===== src/rtl/esd_pkg.sv =====
// Shared types, constants and a helper function of the escape sequence decoder.
package esd_pkg;

  // Widths of the character, result, counter and APB fields.
  localparam int unsigned CharW  = 8;
  localparam int unsigned CpW    = 21;
  localparam int unsigned ErrW   = 3;
  localparam int unsigned CountW = 4;
  localparam int unsigned ApbAddrW = 3;
  localparam int unsigned ApbDataW = 32;

  // Register map, one 32-bit word per register.
  localparam logic REG_WIDE  = 1'b0;
  localparam logic REG_LIMIT = 1'b1;

  // Register reset values.
  localparam logic           WideReset  = 1'b0;
  localparam logic [CpW-1:0] LimitReset = CpW'(256);

  // Digit counts owed after the escape letter.
  localparam logic [CountW-1:0] Hex2Digits = CountW'(2);
  localparam logic [CountW-1:0] Hex4Digits = CountW'(4);
  localparam logic [CountW-1:0] Hex8Digits = CountW'(8);
  localparam logic [CountW-1:0] OctDigits  = CountW'(2);
  // Digits above this count of a \U escape are prefix digits.
  localparam logic [CountW-1:0] PrefixEnd  = CountW'(4);

  // Decoder phase.
  typedef enum logic [2:0] {
    PH_IDLE       = 3'd0,
    PH_ESC        = 3'd1,
    PH_DIG        = 3'd2,
    PH_DIG_BAD    = 3'd3,
    PH_DIG_PREFIX = 3'd4
  } phase_e;

  // Kind of numeric escape being collected.
  typedef enum logic [1:0] {
    K_HEX2 = 2'd0,
    K_HEX4 = 2'd1,
    K_HEX8 = 2'd2,
    K_OCT  = 2'd3
  } kind_e;

  // Error codes reported with a result.
  typedef enum logic [ErrW-1:0] {
    ERR_NONE      = 3'd0,
    ERR_SHORT     = 3'd1,
    ERR_BAD_DIGIT = 3'd2,
    ERR_OCTAL     = 3'd3,
    ERR_PREFIX    = 3'd4,
    ERR_RANGE     = 3'd5
  } err_e;

  // Decoder state carried from one character to the next.
  typedef struct packed {
    phase_e            phase;
    logic [CountW-1:0] digits_left;
    logic [CpW-1:0]    acc;
    kind_e             kind;
  } esd_state_t;

  // One decoded result.
  typedef struct packed {
    logic [CpW-1:0] code_point;
    err_e           error;
  } esd_result_t;

  // Hex digit value; bit 4 set means the character is no hex digit.
  function automatic logic [4:0] hex_value(logic [CharW-1:0] c);
    logic [CharW-1:0] t;
    t = c;
    if (c >= "0" && c <= "9") begin
      t = c - "0";
    end else if (c >= "a" && c <= "f") begin
      t = c - "a" + CharW'(10);
    end else if (c >= "A" && c <= "F") begin
      t = c - "A" + CharW'(10);
    end else begin
      t = CharW'(16);
    end
    return t[4:0];
  endfunction

endpackage


===== src/rtl/esd_char_if.sv =====
// Stream interfaces for source characters and for decoded code points.
interface esd_char_if;
  logic                          valid;
  logic                          ready;
  logic [esd_pkg::CharW-1:0]     char_in;
  logic                          last;

  modport source (output valid, output char_in, output last, input ready);
  modport sink (input valid, input char_in, input last, output ready);
endinterface

interface esd_cp_if;
  logic                          valid;
  logic                          ready;
  logic [esd_pkg::CpW-1:0]       code_point;
  logic [esd_pkg::ErrW-1:0]      error;

  modport source (output valid, output code_point, output error, input ready);
  modport sink (input valid, input code_point, input error, output ready);
endinterface


===== src/rtl/esd_step.sv =====
// Next-state and result logic of the decoder for one character.
module esd_step (
  input  esd_pkg::esd_state_t          state_i,
  input  logic [esd_pkg::CharW-1:0]    char_i,
  input  logic                         last_i,
  input  logic                         wide_i,
  input  logic [esd_pkg::CpW-1:0]      limit_i,
  output esd_pkg::esd_state_t          state_o,
  output logic                         emit_o,
  output esd_pkg::esd_result_t         result_o
);

  logic [4:0]                   hex;
  logic                         hex_ok;
  logic                         oct_ok;
  logic                         prefix_chk;
  logic                         prefix_ok;
  logic                         digit_ok;
  logic [esd_pkg::CpW-1:0]      acc_nxt;
  logic [esd_pkg::CountW-1:0]   left_nxt;
  esd_pkg::phase_e              phase_dig;

  // Digit classification of the current character.
  always_comb begin
    hex        = esd_pkg::hex_value(char_i);
    hex_ok     = ~hex[4];
    oct_ok     = (char_i >= "0") && (char_i <= "7");
    prefix_chk = (state_i.kind == esd_pkg::K_HEX8) &&
                 (state_i.digits_left > esd_pkg::PrefixEnd);
    // The first two prefix digits must be zero; the next two name the plane.
    if (state_i.digits_left == esd_pkg::CountW'(6)) begin
      prefix_ok = (char_i == "0") || ((char_i == "1") && wide_i);
    end else if (state_i.digits_left == esd_pkg::CountW'(5)) begin
      prefix_ok = wide_i ? hex_ok : (char_i == "0");
    end else begin
      prefix_ok = (char_i == "0");
    end
    if (state_i.kind == esd_pkg::K_OCT) begin
      digit_ok = oct_ok;
      acc_nxt  = {state_i.acc[esd_pkg::CpW-4:0], (oct_ok ? char_i[2:0] : 3'd0)};
    end else begin
      digit_ok = prefix_chk ? prefix_ok : hex_ok;
      acc_nxt  = {state_i.acc[esd_pkg::CpW-5:0], (hex_ok ? hex[3:0] : 4'd0)};
    end
    left_nxt = state_i.digits_left - esd_pkg::CountW'(1);
    // A failed prefix outranks a bad digit; the first bad digit sticks.
    phase_dig = state_i.phase;
    if (!digit_ok) begin
      if (prefix_chk) begin
        phase_dig = esd_pkg::PH_DIG_PREFIX;
      end else if (state_i.phase == esd_pkg::PH_DIG) begin
        phase_dig = esd_pkg::PH_DIG_BAD;
      end
    end
  end

  // Phase transitions and result selection.
  always_comb begin
    state_o  = state_i;
    emit_o   = 1'b0;
    result_o = '{code_point: '0, error: esd_pkg::ERR_NONE};
    unique case (state_i.phase)
      esd_pkg::PH_ESC: begin
        state_o.phase = esd_pkg::PH_IDLE;
        emit_o        = 1'b1;
        unique case (char_i)
          "n": result_o.code_point = esd_pkg::CpW'(10);
          "t": result_o.code_point = esd_pkg::CpW'(9);
          "v": result_o.code_point = esd_pkg::CpW'(11);
          "b": result_o.code_point = esd_pkg::CpW'(8);
          "r": result_o.code_point = esd_pkg::CpW'(13);
          "f": result_o.code_point = esd_pkg::CpW'(12);
          "a": result_o.code_point = esd_pkg::CpW'(7);
          "x", "X", "u", "U", "0", "1", "2", "3": begin
            if (last_i) begin
              result_o.error = esd_pkg::ERR_SHORT;
            end else begin
              emit_o            = 1'b0;
              state_o.phase     = esd_pkg::PH_DIG;
              state_o.acc       = '0;
              if (char_i == "x") begin
                state_o.kind        = esd_pkg::K_HEX2;
                state_o.digits_left = esd_pkg::Hex2Digits;
              end else if (char_i == "U") begin
                state_o.kind        = esd_pkg::K_HEX8;
                state_o.digits_left = esd_pkg::Hex8Digits;
              end else if (char_i == "X" || char_i == "u") begin
                state_o.kind        = esd_pkg::K_HEX4;
                state_o.digits_left = esd_pkg::Hex4Digits;
              end else begin
                state_o.kind        = esd_pkg::K_OCT;
                state_o.digits_left = esd_pkg::OctDigits;
                state_o.acc         = esd_pkg::CpW'(char_i[1:0]);
              end
            end
          end
          "4", "5", "6", "7": result_o.error = esd_pkg::ERR_OCTAL;
          default: result_o.code_point = esd_pkg::CpW'(char_i);
        endcase
      end
      esd_pkg::PH_DIG, esd_pkg::PH_DIG_BAD, esd_pkg::PH_DIG_PREFIX: begin
        state_o.acc         = acc_nxt;
        state_o.digits_left = left_nxt;
        state_o.phase       = phase_dig;
        if (left_nxt == '0) begin
          // Final digit: report the escape's outcome.
          state_o.phase = esd_pkg::PH_IDLE;
          emit_o        = 1'b1;
          if (phase_dig == esd_pkg::PH_DIG_PREFIX) begin
            result_o.error = esd_pkg::ERR_PREFIX;
          end else if (phase_dig == esd_pkg::PH_DIG_BAD) begin
            result_o.error = esd_pkg::ERR_BAD_DIGIT;
          end else if ((state_i.kind == esd_pkg::K_HEX4 ||
                        state_i.kind == esd_pkg::K_HEX8) && (acc_nxt >= limit_i)) begin
            result_o.error = esd_pkg::ERR_RANGE;
          end else begin
            result_o.code_point = acc_nxt;
          end
        end else if (last_i) begin
          state_o.phase  = esd_pkg::PH_IDLE;
          emit_o         = 1'b1;
          result_o.error = esd_pkg::ERR_SHORT;
        end
      end
      default: begin
        // Idle: plain characters and a trailing backslash pass through.
        if (char_i != "\\" || last_i) begin
          state_o.phase       = esd_pkg::PH_IDLE;
          emit_o              = 1'b1;
          result_o.code_point = esd_pkg::CpW'(char_i);
        end else begin
          state_o.phase = esd_pkg::PH_ESC;
        end
      end
    endcase
  end

endmodule


===== src/rtl/escape_sequence_decoder.sv =====
// Top level of the escape sequence decoder: stages, state and registers.
//
// The decoder takes the characters of a C-style literal, one per transfer on
// char_i, with last marking the final character, and gives decoded code points
// with an error code on cp_o. A character yields zero or one result.
// An accepted character lands in an input register; when the result register
// is free or draining, the decode logic updates the escape state and loads
// the result register, which then offers the result of a character that
// completes one. One character is taken per cycle while the receiver keeps
// up; the state update between the input and result registers sets that rate.
// When the receiver stalls, the result register holds its transfer and the
// input register still takes one more character; after that char_i.ready
// drops until the result moves on. Reset empties both registers, returns the
// decoder to idle and sets wide_code_points to 0 and code_point_limit to 256.
// The two registers are written over the APB port at byte addresses 0 and 4,
// by the user only while the block is idle; the block does not enforce it.
module escape_sequence_decoder (
  input  logic                            clk_i,
  input  logic                            rst_ni,
  esd_char_if.sink                        char_i,
  esd_cp_if.source                        cp_o,
  input  logic                            psel_i,
  input  logic                            penable_i,
  input  logic                            pwrite_i,
  input  logic [esd_pkg::ApbAddrW-1:0]    paddr_i,
  input  logic [esd_pkg::ApbDataW-1:0]    pwdata_i,
  output logic [esd_pkg::ApbDataW-1:0]    prdata_o,
  output logic                            pready_o
);

  logic                          wide_q;
  logic [esd_pkg::CpW-1:0]       limit_q;
  logic                          cfg_wr;

  logic                          in_valid_q, in_valid_d;
  logic [esd_pkg::CharW-1:0]     char_q;
  logic                          last_q;
  logic                          in_xfer;
  logic                          advance;

  esd_pkg::esd_state_t           state_q, state_d;
  logic                          emit;
  esd_pkg::esd_result_t          result;

  logic                          out_valid_q, out_valid_d;
  esd_pkg::esd_result_t          out_q;

  // Configuration registers.
  assign pready_o = 1'b1;
  assign cfg_wr   = psel_i && penable_i && pwrite_i;

  always_ff @(posedge clk_i or negedge rst_ni) begin
    if (!rst_ni) begin
      wide_q  <= esd_pkg::WideReset;
      limit_q <= esd_pkg::LimitReset;
    end else if (cfg_wr) begin
      if (paddr_i[2] == esd_pkg::REG_WIDE) begin
        wide_q <= pwdata_i[0];
      end else begin
        limit_q <= pwdata_i[esd_pkg::CpW-1:0];
      end
    end
  end

  always_comb begin
    if (paddr_i[2] == esd_pkg::REG_LIMIT) begin
      prdata_o = esd_pkg::ApbDataW'(limit_q);
    end else begin
      prdata_o = esd_pkg::ApbDataW'(wide_q);
    end
  end

  // Input stage moves on whenever the result register is free or draining.
  assign advance      = in_valid_q && (!out_valid_q || cp_o.ready);
  assign char_i.ready = !in_valid_q || advance;
  assign in_xfer      = char_i.valid && char_i.ready;
  assign in_valid_d   = in_xfer || (in_valid_q && !advance);

  always_ff @(posedge clk_i or negedge rst_ni) begin
    if (!rst_ni) begin
      in_valid_q <= 1'b0;
    end else begin
      in_valid_q <= in_valid_d;
    end
  end

  always_ff @(posedge clk_i) begin
    if (in_xfer) begin
      char_q <= char_i.char_in;
      last_q <= char_i.last;
    end
  end

  // Decode of the registered character.
  esd_step u_step (
    .state_i  (state_q),
    .char_i   (char_q),
    .last_i   (last_q),
    .wide_i   (wide_q),
    .limit_i  (limit_q),
    .state_o  (state_d),
    .emit_o   (emit),
    .result_o (result)
  );

  always_ff @(posedge clk_i or negedge rst_ni) begin
    if (!rst_ni) begin
      state_q <= '{phase: esd_pkg::PH_IDLE, digits_left: '0, acc: '0,
                   kind: esd_pkg::K_HEX2};
    end else if (advance) begin
      state_q <= state_d;
    end
  end

  // Result register.
  always_comb begin
    if (advance) begin
      out_valid_d = emit;
    end else if (cp_o.ready) begin
      out_valid_d = 1'b0;
    end else begin
      out_valid_d = out_valid_q;
    end
  end

  always_ff @(posedge clk_i or negedge rst_ni) begin
    if (!rst_ni) begin
      out_valid_q <= 1'b0;
    end else begin
      out_valid_q <= out_valid_d;
    end
  end

  always_ff @(posedge clk_i) begin
    if (advance && emit) begin
      out_q <= result;
    end
  end

  assign cp_o.valid      = out_valid_q;
  assign cp_o.code_point = out_q.code_point;
  assign cp_o.error      = out_q.error;

endmodule


===== src/flat_wrapper.sv =====
// flat-port wrapper written by rule: the top's interface ports become plain ports
module escape_sequence_decoder_flat 
  (clk_i, rst_ni, psel_i, penable_i, pwrite_i, paddr_i, pwdata_i, prdata_o, pready_o, char_i_valid, char_i_char_in, char_i_last, char_i_ready, cp_o_valid, cp_o_code_point, cp_o_error, cp_o_ready);
  esd_char_if char_i_i ();
  esd_cp_if cp_o_i ();
  input  logic clk_i;
  input  logic rst_ni;
  input  logic psel_i;
  input  logic penable_i;
  input  logic pwrite_i;
  input  logic [esd_pkg::ApbAddrW-1:0] paddr_i;
  input  logic [esd_pkg::ApbDataW-1:0] pwdata_i;
  output logic [esd_pkg::ApbDataW-1:0] prdata_o;
  output logic pready_o;
  input wire logic [$bits(char_i_i.valid)-1:0] char_i_valid;
  input wire logic [$bits(char_i_i.char_in)-1:0] char_i_char_in;
  input wire logic [$bits(char_i_i.last)-1:0] char_i_last;
  output wire logic [$bits(char_i_i.ready)-1:0] char_i_ready;
  output wire logic [$bits(cp_o_i.valid)-1:0] cp_o_valid;
  output wire logic [$bits(cp_o_i.code_point)-1:0] cp_o_code_point;
  output wire logic [$bits(cp_o_i.error)-1:0] cp_o_error;
  input wire logic [$bits(cp_o_i.ready)-1:0] cp_o_ready;
  assign char_i_i.valid = char_i_valid;
  assign char_i_i.char_in = char_i_char_in;
  assign char_i_i.last = char_i_last;
  assign char_i_ready = char_i_i.ready;
  assign cp_o_valid = cp_o_i.valid;
  assign cp_o_code_point = cp_o_i.code_point;
  assign cp_o_error = cp_o_i.error;
  assign cp_o_i.ready = cp_o_ready;
  escape_sequence_decoder u_core (.clk_i(clk_i), .rst_ni(rst_ni), .char_i(char_i_i), .cp_o(cp_o_i), .psel_i(psel_i), .penable_i(penable_i), .pwrite_i(pwrite_i), .paddr_i(paddr_i), .pwdata_i(pwdata_i), .prdata_o(prdata_o), .pready_o(pready_o));
endmodule

===== config.mk =====
export PLATFORM = sky130hd
export DESIGN_NAME = escape_sequence_decoder_flat
export DESIGN_NICKNAME = d
export VERILOG_FILES = /design/src/rtl/esd_pkg.sv /design/src/rtl/esd_char_if.sv /design/src/rtl/esd_step.sv /design/src/rtl/escape_sequence_decoder.sv /design/src/flat_wrapper.sv
export SDC_FILE = /design/constraint.sdc
export NUM_CORES = 1
export LEC_CHECK = 0
export ABC_AREA = 1
export BUFFER_PORTS_ARGS = -buffer_cell sky130_fd_sc_hd__clkbuf_2
export CAP_MARGIN = 40
export CORE_ASPECT_RATIO = 1.4
export CORE_MARGIN = 4
export CORE_UTILIZATION = 57
export CTS_CLUSTER_DIAMETER = 50
export DETAILED_ROUTE_END_ITERATION = 10
export HOLD_SLACK_MARGIN = 0.03
export PLACE_DENSITY = 0.82
export SLEW_MARGIN = 10
export SYNTH_ARGS = -nofsm -noshare
export SYNTH_HDL_FRONTEND = slang
export SYNTH_HIERARCHICAL = 1
export SYNTH_SLANG_ARGS = --single-unit
export TNS_END_PERCENT = 50

===== constraint.sdc =====
create_clock -name clk_i -period 3.7 [get_ports clk_i]
set_clock_uncertainty 0.15 [all_clocks]
set_input_delay 0.555 -clock clk_i [delete_from_list [all_inputs] [get_ports clk_i]]
set_output_delay 0.555 -clock clk_i [all_outputs]
set_load 0.05 [all_outputs]

==> results.md, run 1 <==
* Outcome: finished, final reports clean
* Commonest cells after routing, fill and taps aside: nand2_1 (247), inv_1 (129), clkbuf_2 (84), nand3_1 (50), dfrtp_1 (50)
* Post-Layout Cell Count at ~1000
* First-pass DRT Iterations at 5
* Ys Warns at 6
* Num CTS Buffers at 9
* Gr usage total at 0.2318
* Crit path time final at 3.477 ns
* Commonest non-fill, non-tap cell in the layout: nand2_1
* DRT iter0 DRCs at 460
* Max Cap Viol at 0
* Cells after DPL at 985
* Fraction of layout cells with a size suffix above 1 at 0.1928
* Pwr dens at 397.0 nW/µm²
* RSZ-0062 raised after global routing: false
* Post-Syn Area at 5801 µm²
* Post-CTS Resized at 0
* Remaining global-route overflow at 0
* Skew-Pair Late Insertion Delay at 0.34 ns
* Antenna Nets Post-Route at 0
* Fin Setup TNS at 0 ns
* Initial antenna violation count at 0
* Critical path type: reg2reg
* Post-CTS setup buffer count at 0
* Initial Util at 0.5828
* M1 GR Usage at 0.2923
* Reg clk slew, reported paths at 0.06 ns
* Cells after Synth at 776
* Via density at 5.184
* Die H at 127.4 µm
* H-tree depth at 3
* Fillers at 847
* Average size of a mapped cell at 7.475 µm²
* Peak supply drop at 0.2900 mV
* Hold Crit Class: in2async
* WL/cell at 13.31 µm
* GR Util met2 at 0.3888
* Diodes inserted at 0
* First-pass GRT wire length at 22020 µm
* Crit-path max FO at 6
* Clock sinks at 84
* Final GP Congestion at 0.9326
* Final-report hold violation count at 0
* Clock root buffer: clkbuf_16
* CTS tree: done
* Hold_buf cts at 0
* Largest net degree at the start of global routing at 45
* Register area at 2268 µm²
* Slew Viols, Final at 0
* DPL Wire Length at 10100 µm
* CP arrival at 3.43 ns
* Final setup fails at 0
* Area of the core at 9953 µm²
* Highest clock rate at 287.6 MHz
* Fin util at 0.6708
* DRC at 0
* M3 GR Usage at 0.03946
* Worst Tran Pin Value at 0.7926 ns
* Worst setup SP type: flip-flop
* Synth-to-Final Area Change at 15.10%
* Die X at 93.26 µm
* Crit path required time at 3.65 ns
* P_leak at 3.436 nW
* Multi-input gate area at about 2800 µm²
* Slew Limit Headroom at 0.4710
* Layout Nets at roughly 940
* Total Routed Length at 13330 µm
* PortBufs at 84
* Via count at ~5200
* # IOs at 110
* Worst setup EP type: flip-flop
* Crit share post-route at 0.9399
* Die Footprint at 11880 µm²
* Bufs on Longest Clock Path at 2
* Vias in the first global route at 4781
* Row cnt at 43
* GR peak layer: met2
registers in the layout, indices dropped and copies added (netlist names):
register,cells
u_core/state_q,27
u_core/cp_o.code_point,21
u_core/limit_q,21
u_core/char_q,8
u_core/cp_o.error,3
u_core/cp_o.valid,1
u_core/in_valid_q,1
u_core/last_q,1
u_core/wide_q,1
worst paths after layout:
path | cells past startpoint | end | startpoint | slack [ns]
max | 19 | u_core/cp_o.error[0]$_DFFE_PP_ | u_core/char_q[0]$_DFFE_PP_ | 0.22
min | 1 | u_core/limit_q[16]$_DFFE_PN0P_ | rst_ni | 0.08
max reg2reg | 19 | u_core/cp_o.error[0]$_DFFE_PP_ | u_core/char_q[0]$_DFFE_PP_ | 0.22
min reg2reg | 2 | u_core/limit_q[8]$_DFFE_PN1P_ | u_core/limit_q[8]$_DFFE_PN1P_ | 0.33
max in group asynchronous | 2 | u_core/limit_q[8]$_DFFE_PN1P_ | rst_ni | 2.48
min in group clk_i | 1 | u_core/char_q[4]$_DFFE_PP_ | char_i_char_in[4] | 0.23
power breakdown:
part / switching (W) / total (W) / internal (W) / leakage (nW)
registers: 0.0000558 / 0.00110 / 0.00105 / 0.995
logic: 0.000420 / 0.000569 / 0.000149 / 2.28
clock network: 0.000380 / 0.000979 / 0.000599 / 0.158
total: 0.000855 / 0.00265 / 0.00180 / 3.44
worst max-delay path, stage by stage (launching register included):
cell,delay (ns)
edfxtp_1,0.41
inv_2,0.06
ha_1,0.27
nand2_4,0.11
o211ai_2,0.08
nand2_2,0.15
o21ai_0,0.12
xor2_1,0.16
o22ai_1,0.29
ha_1,0.31
nand2_1,0.09
o21ai_0,0.09
o21ai_0,0.27
nand4_1,0.18
nand2_2,0.15
inv_1,0.08
nand3_1,0.08
nand2_1,0.06
nand2_1,0.08
nand2_1,0.04
area by class of cell:
cell class / instances / area share
Multi-Input combinational cell: 527 / 0.4190
Timing Repair Buffer: 104 / 0.08921
Clock inverter: 6 / 0.01424
Inverter: 135 / 0.07815
Clock buffer: 10 / 0.03430
Tap cell: 135 / 0.02530
Sequential cell: 84 / 0.3398
metrics by stage:
step	worst slack, ns	hold slack (ns)	cell area [µm²]	total power, W
CTS	0.3018	0.08438	6670	0.002665
finish	0.2225	0.07713	6676	0.002651
global route	0.01950	0.1197	6676	0.002775
floorplan	0.5062	0.1094	5838	0.001551
global placement	0.3457	0.3104	6346	0.001672
detailed placement	0.3504	0.3276	6346	0.001685
routing by layer:
layer | share of wire | vias up
met3 | 0.059 | 33
li1 | - | 2619
met4 | 0.030 | 0
met2 | 0.50 | 176
met1 | 0.41 | 2361
met5 | 0 | -
No activity file was read; power rests on OpenSTA's default activity.
==> run 2: changes to the inputs <==
--- a/config.mk
+++ b/config.mk
@@ -6,15 +6,15 @@
 export NUM_CORES = 1
 export LEC_CHECK = 0
 export ABC_AREA = 1
-export BUFFER_PORTS_ARGS = -buffer_cell sky130_fd_sc_hd__clkbuf_2
 export CAP_MARGIN = 40
 export CORE_ASPECT_RATIO = 1.4
 export CORE_MARGIN = 4
-export CORE_UTILIZATION = 57
+export CORE_UTILIZATION = 60
 export CTS_CLUSTER_DIAMETER = 50
 export DETAILED_ROUTE_END_ITERATION = 10
+export DONT_BUFFER_PORTS = 1
 export HOLD_SLACK_MARGIN = 0.03
-export PLACE_DENSITY = 0.82
+export PLACE_DENSITY = 0.76
 export SLEW_MARGIN = 10
 export SYNTH_ARGS = -nofsm -noshare
 export SYNTH_HDL_FRONTEND = slang
==> results.md, run 2 (synthesis gave the netlist of run 1 again) <==
* Setup WS pre-CTS at 0.1961 ns (was 0.3504 ns)
* Worst setup EP type: flip-flop (unchanged)
* Critical path type: reg2reg (unchanged)
* Bufs on Longest Clock Path at 2 (unchanged)
* Post-Layout Cell Count at 905 (was 1001)
* Fillers at 773 (was 847)
* Crit-path max FO at 8 (was 6)
* Skew-Pair Late Insertion Delay at 0.35 ns (was 0.34 ns)
* Die X at 91.10 µm (was 93.26 µm)
* DRC at 0 (unchanged)
* Final GP Congestion at 0.9490 (was 0.9326)
* Max FFs per register at 27 (unchanged)
* Initial antenna violation count at 0 (unchanged)
* Outcome: finished, final reports clean (unchanged)
* Clock root buffer: clkbuf_16 (unchanged)
* GR peak layer: met2 (unchanged)
* P_leak at 3.126 nW (was 3.436 nW)
* Final-report hold violation count at 0 (unchanged)
* Reg-to-reg startpoint: u_core/char_q[0]$_DFFE_PP_ (unchanged)
* First-pass GRT wire length at 22080 µm (was 22020 µm)
* CP arrival at 3.40 ns (was 3.43 ns)
* Initial Util at 0.6132 (was 0.5828)
* Slew Viols, Final at 0 (unchanged)
* Crit path required time at 3.64 ns (was 3.65 ns)
* PortBufs at 0 (was 84)
* Critical hold path startpoint: char_i_char_in[0]
* Clock sinks at 84 (unchanged)
* Pwr Total at 0.002539 W (was 0.002651 W)
* DRT iter0 DRCs at 361 (was 460)
* Num CTS Buffers at 9 (unchanged)
* DP Area at 5949 µm² (was 6346 µm²)
* Antenna Nets Post-Route at 0 (unchanged)
* Hold Crit Class: in2reg (was in2async)
* # IOs at 110 (unchanged)
* Max Cap Viol at 0 (unchanged)
* Worst setup SP type: flip-flop (unchanged)
* Largest register by flop count: u_core/state_q (unchanged)
* Remaining global-route overflow at 0 (unchanged)
* Slew Limit Headroom at 0.3970 (was 0.4710)
* Via density at 5.507 (was 5.184)
* Worst setup margin at 0.2431 ns (was 0.2225 ns)
* Fraction of layout cells with a size suffix above 1 at 0.1220 (was 0.1928)
* Hold slack final at 0.1494 ns (was 0.07713 ns)
* Layout Nets at 872 (was 943)
* Die H at 124.3 µm (was 127.4 µm)
* First-pass DRT Iterations at 5 (unchanged)
* H-tree depth at 3 (unchanged)
* Die Footprint at 11330 µm² (was 11880 µm²)
* DPL Wire Length at 10430 µm (was 10100 µm)
* Synth-to-Final Area Change at 8.995% (was 15.10%)
* Finished layout cell area at 6322 µm² (was 6676 µm²)
* WL/cell at 14.95 µm (was 13.31 µm)
* Total Routed Length at 13530 µm (was 13330 µm)
* Peak supply drop at 0.3349 mV (was 0.2900 mV)
* Diodes inserted at 0 (unchanged)
* Commonest non-fill, non-tap cell in the layout: nand2_1 (unchanged)
* Worst Tran Pin Value at 0.8976 ns (was 0.7926 ns)
* Via count at 4984 (was 5189)
* Vias in the first global route at 4621 (was 4781)
* M3 GR Usage at 0.04109 (was 0.03946)
* Largest net degree at the start of global routing at 52 (was 45)
* Critical Path Source: u_core/char_q[0]$_DFFE_PP_ (unchanged)
* Final setup fails at 0 (unchanged)
* Highest clock rate at 289.3 MHz (was 287.6 MHz)
* GR Util met2 at 0.4124 (was 0.3888)
* Pwr dens at 401.6 nW/µm² (was 397.0 nW/µm²)
* Commonest cells after routing, fill and taps aside: nand2_1 (247), inv_1 (128), nand3_1 (50), dfrtp_1 (50), o21ai_0 (43) (was nand2_1 (247), inv_1 (129), clkbuf_2 (84), nand3_1 (50), dfrtp_1 (50))
* Crit share post-route at 0.9343 (was 0.9399)
* Area of the core at 9459 µm² (was 9953 µm²)
* Crit path time final at 3.457 ns (was 3.477 ns)
* CTS tree: done (unchanged)
* Row cnt at 42 (was 43)
* M1 GR Usage at 0.3026 (was 0.2923)
* Cells after DPL at 884 (was 985)
* Reg clk slew, reported paths at 0.07 ns (was 0.06 ns)
* Gr usage total at 0.2421 (was 0.2318)
-- run 2: changes by cell type in the layout (fill, tap and decap cells not counted), sizes merged --
cell	before	now
buf	20	32
bufinv	2	1
clkbuf	94	10
clkinv	3	2
clkinvlp	0	2
dlygate4sd3	0	1
-- run 2: path summary, 6_finish.rpt --
| kind | to | slack [ns] | cells after the start |
|---|---|---|---|
| worst min register to register | u_core/limit_q[8]$_DFFE_PN1P_ | 0.34 | 2 |
| worst min-delay path | u_core/char_q[0]$_DFFE_PP_ | 0.15 | 0 |
| min in group asynchronous | u_core/state_q[15]$_DFFE_PN0P_ | 0.58 | 2 |
| max in group asynchronous | u_core/limit_q[8]$_DFFE_PN1P_ | 2.53 | 2 |
| worst max register to register | u_core/cp_o.code_point[3]$_DFFE_PP_ | 0.24 | 21 |
| worst max-delay path | u_core/cp_o.code_point[3]$_DFFE_PP_ | 0.24 | 21 |
-- run 2: through the flow --
stage	TNS [ns]	util
final	0	0.6684
after global routing	-0.006576	0.6684
after CTS	0	0.6647
after detailed placement	0	0.6290
after global placement	0	0.6274
after floorplan	0	-
-- run 2: critical path: stages (launching register included) --
cell      delay [ns]
edfxtp_1        0.49
inv_2           0.09
ha_1            0.22
nand2_4         0.08
o211ai_2        0.06
nand2_2         0.13
buf_4           0.15
nand2_1         0.06
nand4_1         0.09
o21ai_0         0.17
inv_1           0.16
ha_1            0.30
nand4_1         0.12
nor4_2          0.17
nand3b_1        0.11
nand4_1         0.11
nand2_2         0.11
buf_4           0.18
nand3_1         0.08
inv_1           0.05
nand2_1         0.06
nand3_1         0.06
-- run 2: what timing repair did --
action / in CTS / in global routing
resized for setup: 0 / 4
hold buffers: 2 / 0
setup buffers: 0 / 3
setup endpoints to repair: 0 / 5
endpoints found under the hold margin: 51 / 0
-- run 2: power breakdown --
group          internal (W)  leakage, nW  switching, W  total [W]
combinational      0.000116         1.99      0.000332   0.000448
clock              0.000529        0.140      0.000386   0.000915
sequential          0.00105        0.995      0.000126    0.00118
total               0.00169         3.13      0.000844    0.00254
-- run 2: final cells by class --
type                            instances  area [µm²]  share of cell area
Clock buffer                           10       229.0             0.03622
Clock inverter                          6       71.32             0.01128
Inverter                              135       521.8             0.08253
Multi-Input combinational cell        527        2804              0.4435
Sequential cell                        84        2268              0.3588
Tap cell                              110       137.6             0.02177
Timing Repair Buffer                   33       290.3             0.04591
-- run 2: per-layer routing --
metal  routed length [µm]  up-vias
li1                     -     2481
met1                 5673     2289
met2                 6858      184
met3                  628       30
met4                  370        0
met5                    0        -
==> run 3: changes to the inputs <==
--- a/config.mk
+++ b/config.mk
@@ -8,7 +8,7 @@
 export ABC_AREA = 1
 export CAP_MARGIN = 40
 export CORE_ASPECT_RATIO = 1.4
-export CORE_MARGIN = 4
+export CORE_MARGIN = 5
 export CORE_UTILIZATION = 60
 export CTS_CLUSTER_DIAMETER = 50
 export DETAILED_ROUTE_END_ITERATION = 10
==> results.md, run 3 (synthesis gave the netlist of run 1 again) <==
* Highest clock rate at 286.0 MHz (was 289.3 MHz)
* Via density at 5.516 (was 5.507)
* DP Area at 5923 µm² (was 5949 µm²)
* Commonest cells after routing, fill and taps aside: nand2_1 (247), inv_1 (129), nand3_1 (50), dfrtp_1 (50), o21ai_0 (43) (was nand2_1 (247), inv_1 (128), nand3_1 (50), dfrtp_1 (50), o21ai_0 (43))
* Worst setup SP type: flip-flop (unchanged)
* Worst path max stage delay at 0.43 ns (was 0.49 ns)
* PortBufs at 0 (unchanged)
* Hold Crit Class: in2reg (unchanged)
* Crit-path max FO at 8 (unchanged)
* P_leak at 3.085 nW (was 3.126 nW)
* Largest net degree at the start of global routing at 52 (unchanged)
* Hold path cells at 0 (unchanged)
* DR WL met3 at 572 µm (was 628 µm)
* Vias in the first global route at 4707 (was 4621)
* Worst setup EP type: flip-flop (unchanged)
* Outcome: finished, final reports clean (unchanged)
* Via count at 4959 (was 4984)
* Slew Limit Headroom at 0.4641 (was 0.3970)
* Bufs on Longest Clock Path at 2 (unchanged)
* Fin Setup TNS at 0 ns (unchanged)
* Largest register by flop count: u_core/state_q (unchanged)
* CP arrival at 3.43 ns (was 3.40 ns)
* Clock root buffer: clkbuf_16 (unchanged)
* Die Footprint at 11760 µm² (was 11330 µm²)
* Max Cap Viol at 0 (unchanged)
* Initial antenna violation count at 0 (unchanged)
* Synth-to-Final Area Change at 7.787% (was 8.995%)
* Peak supply drop at 0.2963 mV (was 0.3349 mV)
* Max FFs per register at 27 (unchanged)
* Slew Viols, Final at 0 (unchanged)
* Remaining global-route overflow at 0 (unchanged)
* Area of the core at 9459 µm² (unchanged)
* DRT iter0 DRCs at 416 (was 361)
* Worst Tran Pin Value at 0.8014 ns (was 0.8976 ns)
* Met2 routed WL at 6936 µm (was 6858 µm)
* Initial Util at 0.6132 (unchanged)
* Critical path's top delay family: simple AND/OR/NAND/NOR gates (unchanged)
* Skew-Pair Late Insertion Delay at 0.34 ns (was 0.35 ns)
* Final-report hold violation count at 0 (unchanged)
* Pwr Total at 0.002444 W (was 0.002539 W)
* H-tree depth at 3 (unchanged)
* Crit path depth at 19 (was 21)
* Num CTS Buffers at 9 (unchanged)
* WL/cell at 14.98 µm (was 14.95 µm)
* CP Cell Sequence: inv_2 > ha_1 > nand2_4 > o211ai_2 > nand2_2 > o21ai_0 > xor2_1 > o22ai_2 > ha_1 > nand2_1 > o21ai_0 > o21ai_0 > nand4_1 > nand2_2 > buf_4 > nand3_1 > inv_1 > nand2_1 > nand3_1 (was inv_2 > ha_1 > nand2_4 > o211ai_2 > nand2_2 > buf_4 > nand2_1 > nand4_1 > o21ai_0 > inv_1 > ha_1 > nand4_1 > nor4_2 > nand3b_1 > nand4_1 > nand2_2 > buf_4 > nand3_1 > inv_1 > nand2_1 > nand3_1)
* Post-CTS setup buffer count at 0 (unchanged)
* Diodes inserted at 0 (unchanged)
* Top Layer Used: met4 (unchanged)
* Final GP Congestion at 0.9857 (was 0.9490)
* Crit path time final at 3.497 ns (was 3.457 ns)
* First-pass DRT Iterations at 5 (unchanged)
* Gr usage total at 0.2378 (was 0.2421)
* DPL Wire Length at 10470 µm (was 10430 µm)
* Critical path type: reg2reg (unchanged)
* R2R cell count at 19 (was 21)
* DRC at 0 (unchanged)
* # IOs at 110 (unchanged)
* Die H at 126.3 µm (was 124.3 µm)
* Reg clk slew, reported paths at 0.06 ns (was 0.07 ns)
* First-pass GRT wire length at 22430 µm (was 22080 µm)
* Crit path required time at 3.63 ns (was 3.64 ns)
* Fraction of layout cells with a size suffix above 1 at 0.1153 (was 0.1220)
* Final setup fails at 0 (unchanged)
* Layout Nets at 866 (was 872)
* Most Frequent Cell on Critical Path: o21ai_0 (was nand4_1)
* Clock sinks at 84 (unchanged)
* Antenna Nets Post-Route at 0 (unchanged)
* Worst path slowest cell: edfxtp_1 (unchanged)
* Crit share post-route at 0.9451 (was 0.9343)
* Total Routed Length at 13470 µm (was 13530 µm)
* Met1 Wirelength at 5711 µm (was 5673 µm)
* Row cnt at 42 (unchanged)
* Die X at 93.10 µm (was 91.10 µm)
* CTS tree: done (unchanged)
* Number of buffers and inverters on the critical path at 3 (was 5)
* Commonest non-fill, non-tap cell in the layout: nand2_1 (unchanged)
* Pwr dens at 390.9 nW/µm² (was 401.6 nW/µm²)
* Finished layout cell area at 6252 µm² (was 6322 µm²)
[run 3: cell count changes in the layout (fill, tap and decap cells not counted), sizes merged]
cell | before | now
buf | 32 | 26
bufinv | 1 | 0
clkbuf | 10 | 11
clkinv | 2 | 3
inv | 136 | 135
[run 3: path summary, 6_finish.rpt]
check / startpoint / to / slack, ns
worst max-delay path: u_core/char_q[0]$_DFFE_PP_ / u_core/cp_o.code_point[1]$_DFFE_PP_ / 0.20
worst min-delay path: char_i_last / u_core/last_q$_DFFE_PP_ / 0.15
worst max register to register: u_core/char_q[0]$_DFFE_PP_ / u_core/cp_o.code_point[1]$_DFFE_PP_ / 0.20
worst min register to register: u_core/limit_q[8]$_DFFE_PN1P_ / u_core/limit_q[8]$_DFFE_PN1P_ / 0.33
max in group asynchronous: rst_ni / u_core/limit_q[8]$_DFFE_PN1P_ / 2.54
min in group asynchronous: rst_ni / u_core/state_q[14]$_DFFE_PN0P_ / 0.57
[run 3: cell type report]
class                   instances  area, µm²
clock buffers                  11      232.7
clock inverters                 5      37.54
fillers                       804       3207
inverters                     135      521.8
multi-input cells             527       2813
flip-flops and latches         84       2268
well taps                     110      137.6
repair buffers                 27      241.5
[run 3: power by group]
group	switching, W	leakage, nW	internal (W)
Clock	0.000366	0.126	0.000457
Combinational	0.000332	1.96	0.000111
Sequential	0.000127	0.995	0.00105
[run 3: what timing repair did]
action                                 in CTS  in global routing
resized for setup                           0                  5
endpoints found under the hold margin      51                  0
hold buffers                                2                  0
setup endpoints to repair                   0                 14
[run 3: worst reg2reg max path: stages, from the launching register on]
cell,delay (ns)
edfxtp_1,0.43
inv_2,0.11
ha_1,0.28
nand2_4,0.09
o211ai_2,0.07
nand2_2,0.13
o21ai_0,0.13
xor2_1,0.24
o22ai_2,0.13
ha_1,0.31
nand2_1,0.07
o21ai_0,0.21
o21ai_0,0.17
nand4_1,0.17
nand2_2,0.11
buf_4,0.18
nand3_1,0.08
inv_1,0.04
nand2_1,0.06
nand3_1,0.08
[run 3: per-layer routing]
metal | up-vias | track usage
li1 | 2461 | -
met1 | 2333 | 0.2995
met2 | 147 | 0.4090
met3 | 18 | 0.04502
met4 | 0 | 0.08024
met5 | - | 0
[run 3: through the flow]
stage | setup WS (ns) | hold slack (ns) | std cells | util
CTS | 0.1816 | 0.1427 | 899 | 0.6587
global route | -0.0004690 | 0.1379 | 899 | 0.6610
detailed placement | 0.1962 | 0.1104 | 881 | 0.6262
finish | 0.2032 | 0.1549 | 899 | 0.6610
floorplan | 0.5062 | 0.1094 | 786 | -
global placement | 0.3093 | 0.1107 | 880 | 0.6250
